`src/rtl/sstc_pkg.sv`:
```
// shared types and constants for the span to slot chunker
package sstc_pkg;

   localparam int ADDR_W  = 64;
   localparam int LEN_W   = 32;
   localparam int REQ_W   = 16;
   localparam int SLOT_W  = 25;
   localparam int PLANS_W = 7;
   localparam int PIECE_W = 16;
   localparam int OFFS_W  = 24;

   localparam int CSR_W     = SLOT_W;
   localparam int CSR_IDX_W = 1;

   localparam logic [SLOT_W-1:0]  SLOT_CAP    = 25'd16777216;
   localparam logic [SLOT_W-1:0]  SLOT_RESET  = 25'd65536;
   localparam logic [PLANS_W-1:0] PLANS_RESET = 7'd16;

   localparam int QUEUE_DEPTH = 2;
   localparam int QPTR_W      = 1;

   typedef enum logic [CSR_IDX_W-1:0] {
      CSR_SLOT_SIZE = 1'b0,
      CSR_MAX_PLANS = 1'b1
   } csr_index_type;

   typedef struct packed {
      logic               first_span;
      logic [ADDR_W-1:0]  src_base;
      logic [ADDR_W-1:0]  dst_base;
      logic [LEN_W-1:0]   span_length;
      logic [REQ_W-1:0]   request_id;
      logic               span_error;
   } span_type;

   typedef struct packed {
      logic [SLOT_W-1:0]  slot;
      logic [PLANS_W-1:0] plans;
   } limits_type;

endpackage

```
`src/rtl/sstc_if.sv`:
```
// span request and chunk response channel interfaces
interface sstc_req_if import sstc_pkg::*; ();
   logic               valid;
   logic               ready;
   logic               first_span;
   logic [ADDR_W-1:0]  src_base;
   logic [ADDR_W-1:0]  dst_base;
   logic [LEN_W-1:0]   span_length;
   logic [REQ_W-1:0]   request_id;

   modport source (output valid, first_span, src_base, dst_base, span_length, request_id,
                   input ready);
   modport sink   (input valid, first_span, src_base, dst_base, span_length, request_id,
                   output ready);
endinterface

interface sstc_rsp_if import sstc_pkg::*; ();
   logic               valid;
   logic               ready;
   logic [ADDR_W-1:0]  chunk_src;
   logic [ADDR_W-1:0]  chunk_dst;
   logic [SLOT_W-1:0]  chunk_length;
   logic [REQ_W-1:0]   chunk_request;
   logic [PIECE_W-1:0] piece_number;
   logic [OFFS_W-1:0]  offset_in_piece;
   logic               starts_piece;
   logic               span_error;
   logic               last_of_span;

   modport source (output valid, chunk_src, chunk_dst, chunk_length, chunk_request,
                   piece_number, offset_in_piece, starts_piece, span_error, last_of_span,
                   input ready);
   modport sink   (input valid, chunk_src, chunk_dst, chunk_length, chunk_request,
                   piece_number, offset_in_piece, starts_piece, span_error, last_of_span,
                   output ready);
endinterface

```
`src/rtl/sstc_front.sv`:
```
// span intake stage: range and length checks, registered toward the queue
module sstc_front import sstc_pkg::*; #(
   parameter int MAX_SLOTS_PER_SPAN = 62
) (
   input  logic              clock,
   input  logic              reset,
   sstc_req_if.sink          req_if,
   input  logic [SLOT_W-1:0] slot,
   output logic              fr_valid,
   output span_type          fr_span,
   input  logic              fr_ready
);

   localparam int CNT_W = $clog2(MAX_SLOTS_PER_SPAN + 1);
   localparam int LIM_W = CNT_W + SLOT_W;
   localparam int CMP_W = (LIM_W > LEN_W) ? LIM_W : LEN_W;

   logic             valid_ff;
   span_type         span_ff;
   span_type         span_in;
   logic             stage_free;
   logic [LEN_W-1:0] len_m1;
   logic [ADDR_W:0]  src_end;
   logic [ADDR_W:0]  dst_end;
   logic [CMP_W-1:0] limit;
   logic [CMP_W-1:0] len_w;

   assign stage_free   = !valid_ff || fr_ready;
   assign req_if.ready = stage_free;
   assign fr_valid     = valid_ff;
   assign fr_span      = span_ff;

   assign len_m1  = req_if.span_length - LEN_W'(1);
   assign src_end = {1'b0, req_if.src_base} + (ADDR_W+1)'(len_m1);
   assign dst_end = {1'b0, req_if.dst_base} + (ADDR_W+1)'(len_m1);
   assign limit   = CMP_W'(MAX_SLOTS_PER_SPAN) * CMP_W'(slot);
   assign len_w   = CMP_W'(req_if.span_length);

   always_comb begin
      span_in.first_span  = req_if.first_span;
      span_in.src_base    = req_if.src_base;
      span_in.dst_base    = req_if.dst_base;
      span_in.span_length = req_if.span_length;
      span_in.request_id  = req_if.request_id;
      span_in.span_error  = (req_if.span_length == '0) || src_end[ADDR_W] ||
                            dst_end[ADDR_W] || (len_w > limit);
   end

   always_ff @(posedge clock) begin
      if (reset) begin
         valid_ff <= 1'b0;
      end else if (stage_free) begin
         valid_ff <= req_if.valid;
      end
   end

   always_ff @(posedge clock) begin
      if (stage_free && req_if.valid) begin
         span_ff <= span_in;
      end
   end

endmodule

```
`src/rtl/sstc_queue.sv`:
```
// short span queue between intake and chunk engine
module sstc_queue import sstc_pkg::*; (
   input  logic     clock,
   input  logic     reset,
   input  logic     push_valid,
   input  span_type push_span,
   output logic     push_ready,
   output logic     pop_valid,
   output span_type pop_span,
   input  logic     pop_ready
);

   span_type          mem_ff [QUEUE_DEPTH];
   logic [QPTR_W-1:0] wr_ptr_ff;
   logic [QPTR_W-1:0] rd_ptr_ff;
   logic [QPTR_W:0]   count_ff;
   logic              do_push;
   logic              do_pop;

   assign push_ready = (count_ff != (QPTR_W+1)'(QUEUE_DEPTH));
   assign pop_valid  = (count_ff != '0);
   assign pop_span   = mem_ff[rd_ptr_ff];
   assign do_push    = push_valid && push_ready;
   assign do_pop     = pop_valid && pop_ready;

   always_ff @(posedge clock) begin
      if (reset) begin
         wr_ptr_ff <= '0;
         rd_ptr_ff <= '0;
         count_ff  <= '0;
      end else begin
         if (do_push) begin
            wr_ptr_ff <= wr_ptr_ff + QPTR_W'(1);
         end
         if (do_pop) begin
            rd_ptr_ff <= rd_ptr_ff + QPTR_W'(1);
         end
         if (do_push && !do_pop) begin
            count_ff <= count_ff + (QPTR_W+1)'(1);
         end else if (do_pop && !do_push) begin
            count_ff <= count_ff - (QPTR_W+1)'(1);
         end
      end
   end

   always_ff @(posedge clock) begin
      if (do_push) begin
         mem_ff[wr_ptr_ff] <= push_span;
      end
   end

endmodule

```
`src/rtl/sstc_back.sv`:
```
// chunk engine: splits each accepted span into slot pieces, one chunk per cycle unless rsp_if stalls
module sstc_back import sstc_pkg::*; (
   input  logic       clock,
   input  logic       reset,
   input  limits_type limits,
   input  logic       q_valid,
   input  span_type   q_span,
   output logic       q_pop,
   sstc_rsp_if.source rsp_if
);

   typedef enum logic {
      ST_IDLE,
      ST_RUN
   } state_type;

   state_type          state_ff;
   logic [ADDR_W-1:0]  src_ff;
   logic [ADDR_W-1:0]  dst_ff;
   logic [LEN_W-1:0]   rem_ff;
   logic [REQ_W-1:0]   req_ff;
   logic [SLOT_W-1:0]  fill_ff;
   logic [PLANS_W-1:0] plans_ff;
   logic [PIECE_W-1:0] piece_ff;
   logic               open_ff;

   logic               out_valid_ff;
   logic [ADDR_W-1:0]  out_src_ff;
   logic [ADDR_W-1:0]  out_dst_ff;
   logic [SLOT_W-1:0]  out_len_ff;
   logic [REQ_W-1:0]   out_req_ff;
   logic [PIECE_W-1:0] out_piece_ff;
   logic [OFFS_W-1:0]  out_offs_ff;
   logic               out_starts_ff;
   logic               out_err_ff;
   logic               out_last_ff;

   logic               out_free;
   logic               out_load;
   logic               opening;
   logic [SLOT_W-1:0]  fill_base;
   logic [SLOT_W-1:0]  room;
   logic               fits;
   logic [SLOT_W-1:0]  take;
   logic [SLOT_W-1:0]  fill_in;
   logic [PLANS_W-1:0] plans_in;
   logic [PIECE_W-1:0] piece_in;

   assign out_free  = !out_valid_ff || rsp_if.ready;
   assign opening   = !open_ff || (fill_ff >= limits.slot) || (plans_ff >= limits.plans);
   assign fill_base = opening ? '0 : fill_ff;
   assign room      = limits.slot - fill_base;
   assign fits      = (rem_ff <= LEN_W'(room));
   assign take      = fits ? rem_ff[SLOT_W-1:0] : room;
   assign fill_in   = fill_base + take;
   assign plans_in  = (opening ? '0 : plans_ff) + PLANS_W'(1);
   assign piece_in  = !opening ? piece_ff : (open_ff ? piece_ff + PIECE_W'(1) : '0);
   assign q_pop     = (state_ff == ST_IDLE) && q_valid && out_free;
   assign out_load  = (q_pop && q_span.span_error) || ((state_ff == ST_RUN) && out_free);

   assign rsp_if.valid           = out_valid_ff;
   assign rsp_if.chunk_src       = out_src_ff;
   assign rsp_if.chunk_dst       = out_dst_ff;
   assign rsp_if.chunk_length    = out_len_ff;
   assign rsp_if.chunk_request   = out_req_ff;
   assign rsp_if.piece_number    = out_piece_ff;
   assign rsp_if.offset_in_piece = out_offs_ff;
   assign rsp_if.starts_piece    = out_starts_ff;
   assign rsp_if.span_error      = out_err_ff;
   assign rsp_if.last_of_span    = out_last_ff;

   always_ff @(posedge clock) begin
      if (reset) begin
         state_ff     <= ST_IDLE;
         out_valid_ff <= 1'b0;
         fill_ff      <= '0;
         plans_ff     <= '0;
         piece_ff     <= '0;
         open_ff      <= 1'b0;
      end else begin
         if (out_load) begin
            out_valid_ff <= 1'b1;
         end else if (rsp_if.ready) begin
            out_valid_ff <= 1'b0;
         end
         unique case (state_ff)
            ST_IDLE: begin
               if (q_pop) begin
                  if (q_span.span_error) begin
                     out_src_ff    <= q_span.src_base;
                     out_dst_ff    <= q_span.dst_base;
                     out_len_ff    <= '0;
                     out_req_ff    <= q_span.request_id;
                     out_piece_ff  <= piece_ff;
                     out_offs_ff   <= '0;
                     out_starts_ff <= 1'b0;
                     out_err_ff    <= 1'b1;
                     out_last_ff   <= 1'b1;
                  end else begin
                     src_ff   <= q_span.src_base;
                     dst_ff   <= q_span.dst_base;
                     rem_ff   <= q_span.span_length;
                     req_ff   <= q_span.request_id;
                     state_ff <= ST_RUN;
                     if (q_span.first_span) begin
                        open_ff <= 1'b0;
                     end
                  end
               end
            end
            ST_RUN: begin
               if (out_free) begin
                  out_src_ff    <= src_ff;
                  out_dst_ff    <= dst_ff;
                  out_len_ff    <= take;
                  out_req_ff    <= req_ff;
                  out_piece_ff  <= piece_in;
                  out_offs_ff   <= fill_base[OFFS_W-1:0];
                  out_starts_ff <= opening;
                  out_err_ff    <= 1'b0;
                  out_last_ff   <= fits;
                  src_ff        <= src_ff + ADDR_W'(take);
                  dst_ff        <= dst_ff + ADDR_W'(take);
                  rem_ff        <= rem_ff - LEN_W'(take);
                  fill_ff       <= fill_in;
                  plans_ff      <= plans_in;
                  piece_ff      <= piece_in;
                  open_ff       <= 1'b1;
                  if (fits) begin
                     state_ff <= ST_IDLE;
                  end
               end
            end
            default: begin
               state_ff <= ST_IDLE;
            end
         endcase
      end
   end

endmodule

```
`src/rtl/span_to_slot_chunker.sv`:
```
// top level of the span to slot chunker
//
//   channel   dir  handshake           carries
//   req_if    in   valid/ready         one transfer span per item
//   rsp_if    out  valid/ready         one chunk or one error result per item
//   csr_*     in   csr_we, no wait     slot_size (index 0), max_plans (index 1)
//
// a span is first loaded into the chunk engine, which then gives one chunk per cycle
// while the output is not stalled; a rejected span gives one error result from idle
// the intake stage is registered and a two-item queue sits ahead of the engine
// reset is synchronous: slot_size 65536, max_plans 16, no piece open
// either side may stall; the output register holds a chunk until rsp_if.ready
module span_to_slot_chunker import sstc_pkg::*; #(
   parameter int MAX_PLANS_LIMIT    = 64,
   parameter int MAX_SLOTS_PER_SPAN = 62
) (
   input  logic                 clock,
   input  logic                 reset,
   sstc_req_if.sink             req_if,
   sstc_rsp_if.source           rsp_if,
   input  logic                 csr_we,
   input  logic [CSR_IDX_W-1:0] csr_index,
   input  logic [CSR_W-1:0]     csr_wdata
);

   logic [SLOT_W-1:0]  slot_ff;
   logic [PLANS_W-1:0] plans_ff;
   logic [SLOT_W-1:0]  slot_in;
   logic [PLANS_W-1:0] plans_raw;
   logic [PLANS_W-1:0] plans_in;
   limits_type         limits;

   logic               fr_valid;
   span_type           fr_span;
   logic               fr_ready;
   logic               q_valid;
   span_type           q_span;
   logic               q_pop;

   assign slot_in   = (csr_wdata == '0) ? SLOT_W'(1) :
                      (csr_wdata > SLOT_CAP) ? SLOT_CAP : csr_wdata;
   assign plans_raw = csr_wdata[PLANS_W-1:0];
   assign plans_in  = (plans_raw == '0) ? PLANS_W'(1) :
                      (plans_raw > PLANS_W'(MAX_PLANS_LIMIT)) ? PLANS_W'(MAX_PLANS_LIMIT) :
                      plans_raw;

   always_ff @(posedge clock) begin
      if (reset) begin
         slot_ff  <= SLOT_RESET;
         plans_ff <= PLANS_RESET;
      end else if (csr_we) begin
         unique case (csr_index_type'(csr_index))
            CSR_SLOT_SIZE: slot_ff  <= slot_in;
            CSR_MAX_PLANS: plans_ff <= plans_in;
            default: begin
            end
         endcase
      end
   end

   assign limits.slot  = slot_ff;
   assign limits.plans = plans_ff;

   sstc_front #(
      .MAX_SLOTS_PER_SPAN(MAX_SLOTS_PER_SPAN)
   ) u_front (
      .clock    (clock),
      .reset    (reset),
      .req_if   (req_if),
      .slot     (slot_ff),
      .fr_valid (fr_valid),
      .fr_span  (fr_span),
      .fr_ready (fr_ready)
   );

   sstc_queue u_queue (
      .clock      (clock),
      .reset      (reset),
      .push_valid (fr_valid),
      .push_span  (fr_span),
      .push_ready (fr_ready),
      .pop_valid  (q_valid),
      .pop_span   (q_span),
      .pop_ready  (q_pop)
   );

   sstc_back u_back (
      .clock   (clock),
      .reset   (reset),
      .limits  (limits),
      .q_valid (q_valid),
      .q_span  (q_span),
      .q_pop   (q_pop),
      .rsp_if  (rsp_if)
   );

endmodule

```
`src/flat_wrapper.sv`:
```
// flat-port wrapper written by rule: the top's interface ports become plain ports
module span_to_slot_chunker_flat import sstc_pkg::*;
#(
   parameter int MAX_PLANS_LIMIT    = 64,
   parameter int MAX_SLOTS_PER_SPAN = 62
)
  (clock, reset, csr_we, csr_index, csr_wdata, req_if_valid, req_if_first_span, req_if_src_base, req_if_dst_base, req_if_span_length, req_if_request_id, req_if_ready, rsp_if_valid, rsp_if_chunk_src, rsp_if_chunk_dst, rsp_if_chunk_length, rsp_if_chunk_request, rsp_if_piece_number, rsp_if_offset_in_piece, rsp_if_starts_piece, rsp_if_span_error, rsp_if_last_of_span, rsp_if_ready);
  sstc_req_if req_if_i ();
  sstc_rsp_if rsp_if_i ();
  input  logic clock;
  input  logic reset;
  input  logic csr_we;
  input  logic [CSR_IDX_W-1:0] csr_index;
  input  logic [CSR_W-1:0] csr_wdata;
  input wire logic [$bits(req_if_i.valid)-1:0] req_if_valid;
  input wire logic [$bits(req_if_i.first_span)-1:0] req_if_first_span;
  input wire logic [$bits(req_if_i.src_base)-1:0] req_if_src_base;
  input wire logic [$bits(req_if_i.dst_base)-1:0] req_if_dst_base;
  input wire logic [$bits(req_if_i.span_length)-1:0] req_if_span_length;
  input wire logic [$bits(req_if_i.request_id)-1:0] req_if_request_id;
  output wire logic [$bits(req_if_i.ready)-1:0] req_if_ready;
  output wire logic [$bits(rsp_if_i.valid)-1:0] rsp_if_valid;
  output wire logic [$bits(rsp_if_i.chunk_src)-1:0] rsp_if_chunk_src;
  output wire logic [$bits(rsp_if_i.chunk_dst)-1:0] rsp_if_chunk_dst;
  output wire logic [$bits(rsp_if_i.chunk_length)-1:0] rsp_if_chunk_length;
  output wire logic [$bits(rsp_if_i.chunk_request)-1:0] rsp_if_chunk_request;
  output wire logic [$bits(rsp_if_i.piece_number)-1:0] rsp_if_piece_number;
  output wire logic [$bits(rsp_if_i.offset_in_piece)-1:0] rsp_if_offset_in_piece;
  output wire logic [$bits(rsp_if_i.starts_piece)-1:0] rsp_if_starts_piece;
  output wire logic [$bits(rsp_if_i.span_error)-1:0] rsp_if_span_error;
  output wire logic [$bits(rsp_if_i.last_of_span)-1:0] rsp_if_last_of_span;
  input wire logic [$bits(rsp_if_i.ready)-1:0] rsp_if_ready;
  assign req_if_i.valid = req_if_valid;
  assign req_if_i.first_span = req_if_first_span;
  assign req_if_i.src_base = req_if_src_base;
  assign req_if_i.dst_base = req_if_dst_base;
  assign req_if_i.span_length = req_if_span_length;
  assign req_if_i.request_id = req_if_request_id;
  assign req_if_ready = req_if_i.ready;
  assign rsp_if_valid = rsp_if_i.valid;
  assign rsp_if_chunk_src = rsp_if_i.chunk_src;
  assign rsp_if_chunk_dst = rsp_if_i.chunk_dst;
  assign rsp_if_chunk_length = rsp_if_i.chunk_length;
  assign rsp_if_chunk_request = rsp_if_i.chunk_request;
  assign rsp_if_piece_number = rsp_if_i.piece_number;
  assign rsp_if_offset_in_piece = rsp_if_i.offset_in_piece;
  assign rsp_if_starts_piece = rsp_if_i.starts_piece;
  assign rsp_if_span_error = rsp_if_i.span_error;
  assign rsp_if_last_of_span = rsp_if_i.last_of_span;
  assign rsp_if_i.ready = rsp_if_ready;
  span_to_slot_chunker #(.MAX_PLANS_LIMIT(MAX_PLANS_LIMIT), .MAX_SLOTS_PER_SPAN(MAX_SLOTS_PER_SPAN)) u_core (.clock(clock), .reset(reset), .req_if(req_if_i), .rsp_if(rsp_if_i), .csr_we(csr_we), .csr_index(csr_index), .csr_wdata(csr_wdata));
endmodule
```
`config.mk`:
```
export PLATFORM = sky130hd
export DESIGN_NAME = span_to_slot_chunker_flat
export DESIGN_NICKNAME = d
export VERILOG_FILES = /design/src/rtl/sstc_pkg.sv /design/src/rtl/sstc_if.sv /design/src/rtl/sstc_front.sv /design/src/rtl/sstc_queue.sv /design/src/rtl/sstc_back.sv /design/src/rtl/span_to_slot_chunker.sv /design/src/flat_wrapper.sv
export SDC_FILE = /design/constraint.sdc
export NUM_CORES = 2
export LEC_CHECK = 0
export BUFFER_PORTS_ARGS = -buffer_cell sky130_fd_sc_hd__buf_2
export CAP_MARGIN = 5
export CORE_MARGIN = 5
export CORE_UTILIZATION = 50
export DETAILED_ROUTE_END_ITERATION = 16
export PLACE_DENSITY_LB_ADDON = 0.05
export REMOVE_ABC_BUFFERS = 1
export SLEW_MARGIN = 20
export SYNTH_ARGS = -nofsm -noshare
export SYNTH_HDL_FRONTEND = slang
export SYNTH_SLANG_ARGS = --single-unit
```
`constraint.sdc`:
```
create_clock -name clock -period 19.5 [get_ports clock]
set_input_delay 3.9 -clock clock [delete_from_list [all_inputs] [get_ports clock]]
set_output_delay 3.9 -clock clock [all_outputs]
set_load 0.1 [all_outputs]
```
Yosys cells after proc, flatten, opt, wreduce, memory -nomap -nowiden
Memory sizes are Yosys's and may differ from the RTL's. A register that Yosys moved wholly into a read port is not among the register bits.
Cells that the tools add are included.
{ "classes": {"magnitude_cmp": 6, "mul": 1, "n_eq_ne": 6, "add_sub_neg": 14, "bitwise": 4, "n_mux": 73, "reduce_logical": 35} }
{ "ops": {"columns": ["cell", "n"], "rows": [
  ["$mux W64", 12],
  ["$pmux W64 S2", 4],
  ["$mux W25", 7],
  ["$add A64 B32 Y65", 2],
  ["$add A64 B25 Y64", 2],
  ["$mux W16", 8],
  ["$mux W32", 3],
  ["$mux W24", 3],
  ["$pmux W16 S2", 2],
  ["$pmux W32 S2", 1],
  ["$pmux W25 S2", 1],
  ["$pmux W24 S2", 1],
  ["$gt A32 B31 Y1", 1],
  ["$le A32 B25 Y1", 1],
  ["$logic_not A32 Y1", 1],
  ["$sub A32 B1 Y32 const B", 1],
  ["$sub A32 B25 Y32", 1],
  ["$mul A5 B25 Y30 const A", 1],
  ["$add A25 B25 Y25", 1],
  ["$ge A25 B25 Y1", 1],
  ["$gt A25 B25 Y1 const B", 1],
  ["$logic_not A25 Y1", 1],
  ["$sub A25 B25 Y25", 1],
  ["$mux W1", 21],
  ["other kinds (20)", 61]
]} }
{ "word_totals": {"word_cells": 171, "inputBits": 208, "ramBits": 356, "memories": 1, "output_inout_bits": 214, "reg_bits": 654} }
{ "mem_list": {"columns": ["memory", "words", "width", "rd", "rd_ports_with_merged_regs", "wr", "line", "rtl"], "rows": [
  ["u_core.u_queue.mem_ff", 2, 178, 1, 1, 1, "sstc_queue.sv:13", "span_type mem_ff [QUEUE_DEPTH];"]
]} }

Logic depth before layout (Yosys ltp)
{ "depth": {"ltp_word": 10, "mapped_depth": 46, "depth_no_buf": 41} }

Cells and area by module
From an unflattened synthesis, not the netlist that was laid out.
{ "hier_totals": {"hier_cells": 4167, "area_unflattened_um2": 52815.7} }
{ "modules_own_cells": {"columns": ["module", "area_per_inst_um2", "instances", "cells_per_inst"], "rows": [
  ["sstc_back", 26743.1, 1, 2566],
  ["sstc_queue", 13486.7, 1, 578],
  ["sstc_front", 11446.0, 1, 915],
  ["span_to_slot_chunker", 1139.8, 1, 108]
]} }

Least setup slack after synthesis
No wires, ideal clock.
{ "synth_path": {"path_type": "in2reg", "startpoint": "input port rsp_if_ready", "endpoint": "register u_core.u_back.out_dst_ff[0], in the netlist u_core.u_back.rsp_if.chunk_dst[0], enable pin", "t_required_ps": 18645, "setup_slack_ps": 3966, "stages": 6, "setup_ps": 855, "arrival_time_ps": 14680, "path_cell_list": "nor2b_1 -> nand2b_1 -> clkbuf_1 -> clkbuf_1 -> clkbuf_1 -> a21oi_1"} }
{ "synth_via": {"elab_chain_cells": 4, "elab_cells_between_ends": 5, "classes_between": "2 x eq/ne; 3 x reduce/logical"} }
{ "synth_lines": {"columns": ["element", "line", "rtl"], "rows": [
  ["start: declaration", "flat_wrapper.sv:32", "input wire logic [$bits(rsp_if_i.ready)-1:0] rsp_if_ready;"],
  ["$logic_or A1 B1 Y1 *", "sstc_back.sv:49", "assign out_free = !out_valid_ff || rsp_if.ready;"],
  ["$logic_and A1 B1 Y1", "sstc_back.sv:58", "assign q_pop = (state_ff == ST_IDLE) && q_valid && out_free;"],
  ["$ne A2 B2 Y1 (no source line)", null, null],
  ["$reduce_and A4 Y1 (no source line) *", null, null],
  ["end signal: assignment", "sstc_back.sv:91", "out_dst_ff <= q_span.dst_base;"],
  ["end signal: assignment", "sstc_back.sv:114", "out_dst_ff <= dst_ff;"],
  ["end: declaration", "sstc_back.sv:29", "logic [ADDR_W-1:0] out_dst_ff;"]
]} }
Every way passes the cells marked *; elsewhere a longest branch is shown, timed or not.
A chain may end at the register's enable or synchronous reset.

Worst setup path after layout
{ "layout_path": {"startpoint": "register u_core.slot_ff[23]", "endpoint": "register u_core.u_back.dst_ff[37], data pin"} }
{ "layout_via": {"elab_chain_cells": 10} }
{ "layout_lines": {"columns": ["element", "line", "rtl"], "rows": [
  ["start: declaration", "span_to_slot_chunker.sv:26", "logic [SLOT_W-1:0] slot_ff;"],
  ["start signal: assignment", "span_to_slot_chunker.sv:53", "CSR_SLOT_SIZE: slot_ff <= slot_in;"],
  ["$ge A25 B25 Y1", "sstc_back.sv:50", "assign opening = !open_ff || (fill_ff >= limits.slot) || (plans_ff >= limits.plans);"],
  ["$logic_or A1 B1 Y1 (2 in a row)", "sstc_back.sv:50", null],
  ["$mux W25", "sstc_back.sv:51", "assign fill_base = opening ? '0 : fill_ff;"],
  ["$sub A25 B25 Y25 *", "sstc_back.sv:52", "assign room = limits.slot - fill_base;"],
  ["$le A32 B25 Y1", "sstc_back.sv:53", "assign fits = (rem_ff <= LEN_W'(room));"],
  ["$mux W25 *", "sstc_back.sv:54", "assign take = fits ? rem_ff[SLOT_W-1:0] : room;"],
  ["net u_core.u_back.take[8]", "sstc_back.sv:44", "logic [SLOT_W-1:0] take;"],
  ["$add A64 B25 Y64 *", "sstc_back.sv:123", "dst_ff <= dst_ff + ADDR_W'(take);"],
  ["$mux W64 *", "sstc_back.sv:112", "if (out_free) begin"],
  ["$pmux W64 S2 *", "sstc_back.sv:86", "unique case (state_ff)"],
  ["end signal: assignment", "sstc_back.sv:101", "dst_ff <= q_span.dst_base;"],
  ["end signal: assignment", "sstc_back.sv:123", null],
  ["end: declaration", "sstc_back.sv:19", "logic [ADDR_W-1:0] dst_ff;"]
]} }
The timed path passes the listed nets; every way through them passes the cells marked *. The select of a mux whose other input is x is not followed.

==> results.md <==
### Final layout
• synth-to-layout area growth: 13.7%
• number of filler instances in the final layout: 8,865
• most frequent cells in the layout: sky130_fd_sc_hd__edfxtp_1 (922), sky130_fd_sc_hd__buf_2 (420), sky130_fd_sc_hd__a21oi_1 (416)
• most common cell after layout, fill and taps aside: sky130_fd_sc_hd__edfxtp_1
• multi-input gate area in the final layout: 21,000 um^2
• net count reported at finish: 5,395
• Sequential Area: 29,500 um^2
• fraction of final layout cells with drive strength greater than 1: 0.147
• final cell count without fillers: 6,284

### Job
• # Max-Cap Violations: 0

### STA
• post-route fraction of the period consumed by the critical path: 0.596
• hold violation count in the final report: 0
• count of endpoints failing setup in the final report: 0
• number of max-slew violations in the final report: 0
• slew margin rel.: 0.172
• maximum clock rate: 86.1 MHz
• Worst Hold Slack: 0.431 ns
• worst setup skew after layout: 0.0424 ns
• worst-margin pin slew: 1.23 ns
• RSZ-0062 raised after global routing: false
• time the final worst path needs with I/O delays and setup: 11.62 ns

### Route
• routed length per instance: 22.5 um
• DR top layer: met5
• DRC violations left: 0
• vias: 35,900
• sum of routed wire segments on met1: 61,000 um
• total met3 wirelength after detailed routing: 9970 um
• Detailed Route Iter0 Violations: 2,760
• total met2 wirelength after detailed routing: 66,900 um
• Pre-antenna DRT Iters: 6
• DRT antenna net count: 0
• detailed-route vias per instance: 5.71
• Routed WL: 141,000 um

### CTS
• post-CTS resize count: 0
• cell at the root of the clock tree: sky130_fd_sc_hd__clkbuf_16
• Post-CTS Setup Bufs: 0
• CTS Buffer Depth: 3
• number of buffers inserted by hold repair at cts: 0
• clock slew at the register clock pins of the worst setup and hold paths: 0.06 ns
• clock net sink count: 1,011
• number of levels in the clock H-tree: 3
• Num CTS Buffers: 107
• CTS tree: yes
• Clock Latency Late Sink: 0.71 ns

### Worst setup path
• buffers plus inverters on the worst setup path: 4
• slowest cell delay on critical path: 0.80 ns
• category of the worst setup path capture point: flip-flop
• worst endpoint data arrival time: 12.11 ns
• largest fanout on the critical path: 35
• Crit path max-delay family: compound AO/OA/AOI/OAI gates
• start-to-end type of the worst setup path: flip-flop to flip-flop
• master of the slowest instance on the critical path: sky130_fd_sc_hd__o21a_1
• cell occurring most often along the worst timing path: sky130_fd_sc_hd__ha_1
• Worst setup SP type: flip-flop
• Critical Path RT: 19.99 ns

### Synth
• number of library cell types mapped by synthesis: 93
• share of synthesized flip-flops with an asynchronous set or reset: 0
• count of state elements after synthesis: 1,011
• Mapped Avg Cell Area: 11.9 um^2
• register area share after synthesis: 0.565
• number of warnings reported in the yosys synthesis log: 0
• post-synthesis instance area: 52,200 um^2
• most frequently used flop master after synthesis: sky130_fd_sc_hd__edfxtp_1
• synthesized instance count: 4,392
• number of enable-type register cells in the synthesized netlist: 922

### Global route
• leftover overflow at the end of global routing: 0
• first-pass GRT wire length: 211,000 um
• number of antenna violations at the first check in global routing: 23
• number of global-route vias before repair: 34,500
• GRT Total Usage: 0.246
• largest net degree at the start of global routing: 168

### Floorplanning
• die height: 333 um
• Die Outline Area: 111,000 um^2
• starting density of the core: 0.503
• Die W: 333 um
• number of placement rows: 118
• Std-Cell Core Area: 104,000 um^2
• number of primary I/O pins: 422

### Power
• P_leak: 0.0229 uW
• worst IR drop on VDD: 0.137 mV
• PD cells: 132 nW/um^2

### Placed design
• # placed instances: 6,071
• final weighted congestion of routability-driven global placement: 0.925
• I/O Buffers: 421
• post-detail-place hpwl: 101,000 um

### Run status
• result of the run: completed

### Hold path
• worst hold path class: flip-flop to flip-flop

[final cells by class]
type | count | area share
antenna | 13 | 0.000549
inverter | 298 | 0.0190
clock buffer | 133 | 0.0472
clock inverter | 67 | 0.0110
sequential | 1011 | 0.497
multi-input combinational | 2917 | 0.354
timing repair buffer | 465 | 0.0420
tap | 1380 | 0.0291
[cell families (layout without fill, tap and decap cells)]
logic type	Yosys count	after routing	share of synthesized area
AO/OA/AOI/OAI	1126	1126	0.137
other	0	13	0
multiplexers	87	87	0.0178
AND/OR/NAND/NOR	1129	1129	0.112
flip-flops	1011	1011	0.565
adder cells (fa/ha/maj)	389	389	0.104
buffers and inverters	464	963	0.0337
XOR/XNOR	186	186	0.0312
[synth_stat cells (all sizes together) (27+ instances only)]
master	number	share of area
edfxtp	922	0.53
a21oi	419	0.040
ha	314	0.075
inv	298	0.021
nand2	241	0.017
nor2	241	0.017
a211oi	161	0.023
nor2b	161	0.019
o21ai	152	0.015
clkbuf	139	0.010
a21o	123	0.018
xnor2	117	0.020
dfxtp	89	0.034
nor3	82	0.0080
nand4	81	0.0097
nand3	75	0.0072
fa	73	0.028
xor2	69	0.012
nor4	49	0.0063
a31oi	44	0.0053
mux2	44	0.0096
mux2i	43	0.0083
o21a	42	0.0061
nand2b	38	0.0046
and3	31	0.0037
and2	29	0.0035
o211ai	29	0.0042
buf	27	0.0021
o31ai	27	0.0039
[registers in the layout, indices dropped and copies added, names as in the netlist, 7 cells and up, named ones only]
| name | flops |
|---|---|
| u_core.u_back.rsp_if.chunk_length | 25 |
| u_core.u_back.plans_ff | 7 |
| u_core.u_back.rem_ff | 32 |
| u_core.u_back.rsp_if.offset_in_piece | 24 |
| u_core.u_back.fill_ff | 25 |
| u_core.u_back.req_ff | 16 |
| u_core.u_back.rsp_if.chunk_src | 64 |
| u_core.u_back.rsp_if.chunk_request | 16 |
| u_core.u_back.src_ff | 64 |
| u_core.plans_ff | 7 |
| u_core.u_queue.mem_ff | 356 |
| u_core.u_back.rsp_if.piece_number | 16 |
| u_core.u_back.piece_ff | 16 |
| u_core.slot_ff | 25 |
| u_core.u_back.dst_ff | 64 |
| u_core.u_back.rsp_if.chunk_dst | 64 |
| u_core.u_front.fr_span | 178 |
[worst reg2reg max path, delay by kind of cell, from the launching register on]
family,cells,cell delay [ns]
AO/OA/AOI/OAI,18,5.88
flip-flops,1,0.61
multiplexers,2,0.59
buffers and inverters,4,1.03
adder cells (fa/ha/maj),4,1.45
XOR/XNOR,1,0.16
AND/OR/NAND/NOR,8,1.67
[stage by stage]
stage                     utilization  TNS (ns)  total power [uW]  worst slack, ns  instance area (um^2)
after global placement          0.538         0              5830             8.14                 55800
final                           0.572         0              7810             7.88                 59300
after CTS                       0.572         0              7870             7.96                 59200
after floorplan                     -   -725.00              5260            -3.07                 51500
after global routing            0.572         0              8210             6.87                 59300
after detailed placement        0.538         0              5850             7.92                 55800
[layer usage]
layer,vias up,global-route usage
li1,17300,-
met1,17400,0.342
met2,1062,0.402
met3,179,0.0497
met4,12,0.0593
met5,-,0
[worst paths after layout]
check / startpoint / to / slack, ns / cells past startpoint
max: u_core.slot_ff[23]$_SDFFE_PP0P_ / u_core.u_back.dst_ff[37]$_DFFE_PP_ / 7.88 / 37
min: u_core.u_front.fr_span[36]$_DFFE_PP_ / u_core.u_queue.mem_ff[0][36]$_DFFE_PP_ / 0.43 / 0
max reg2reg: u_core.slot_ff[23]$_SDFFE_PP0P_ / u_core.u_back.dst_ff[37]$_DFFE_PP_ / 7.88 / 37
min reg2reg: u_core.u_front.fr_span[36]$_DFFE_PP_ / u_core.u_queue.mem_ff[0][36]$_DFFE_PP_ / 0.43 / 0
[report_power, final]
group	total, uW	switching (uW)	internal (uW)
registers	2980	145	2830
logic	2820	2070	751
clock network	2010	877	1130
Note: power is estimated with default switching activity, not from simulation.
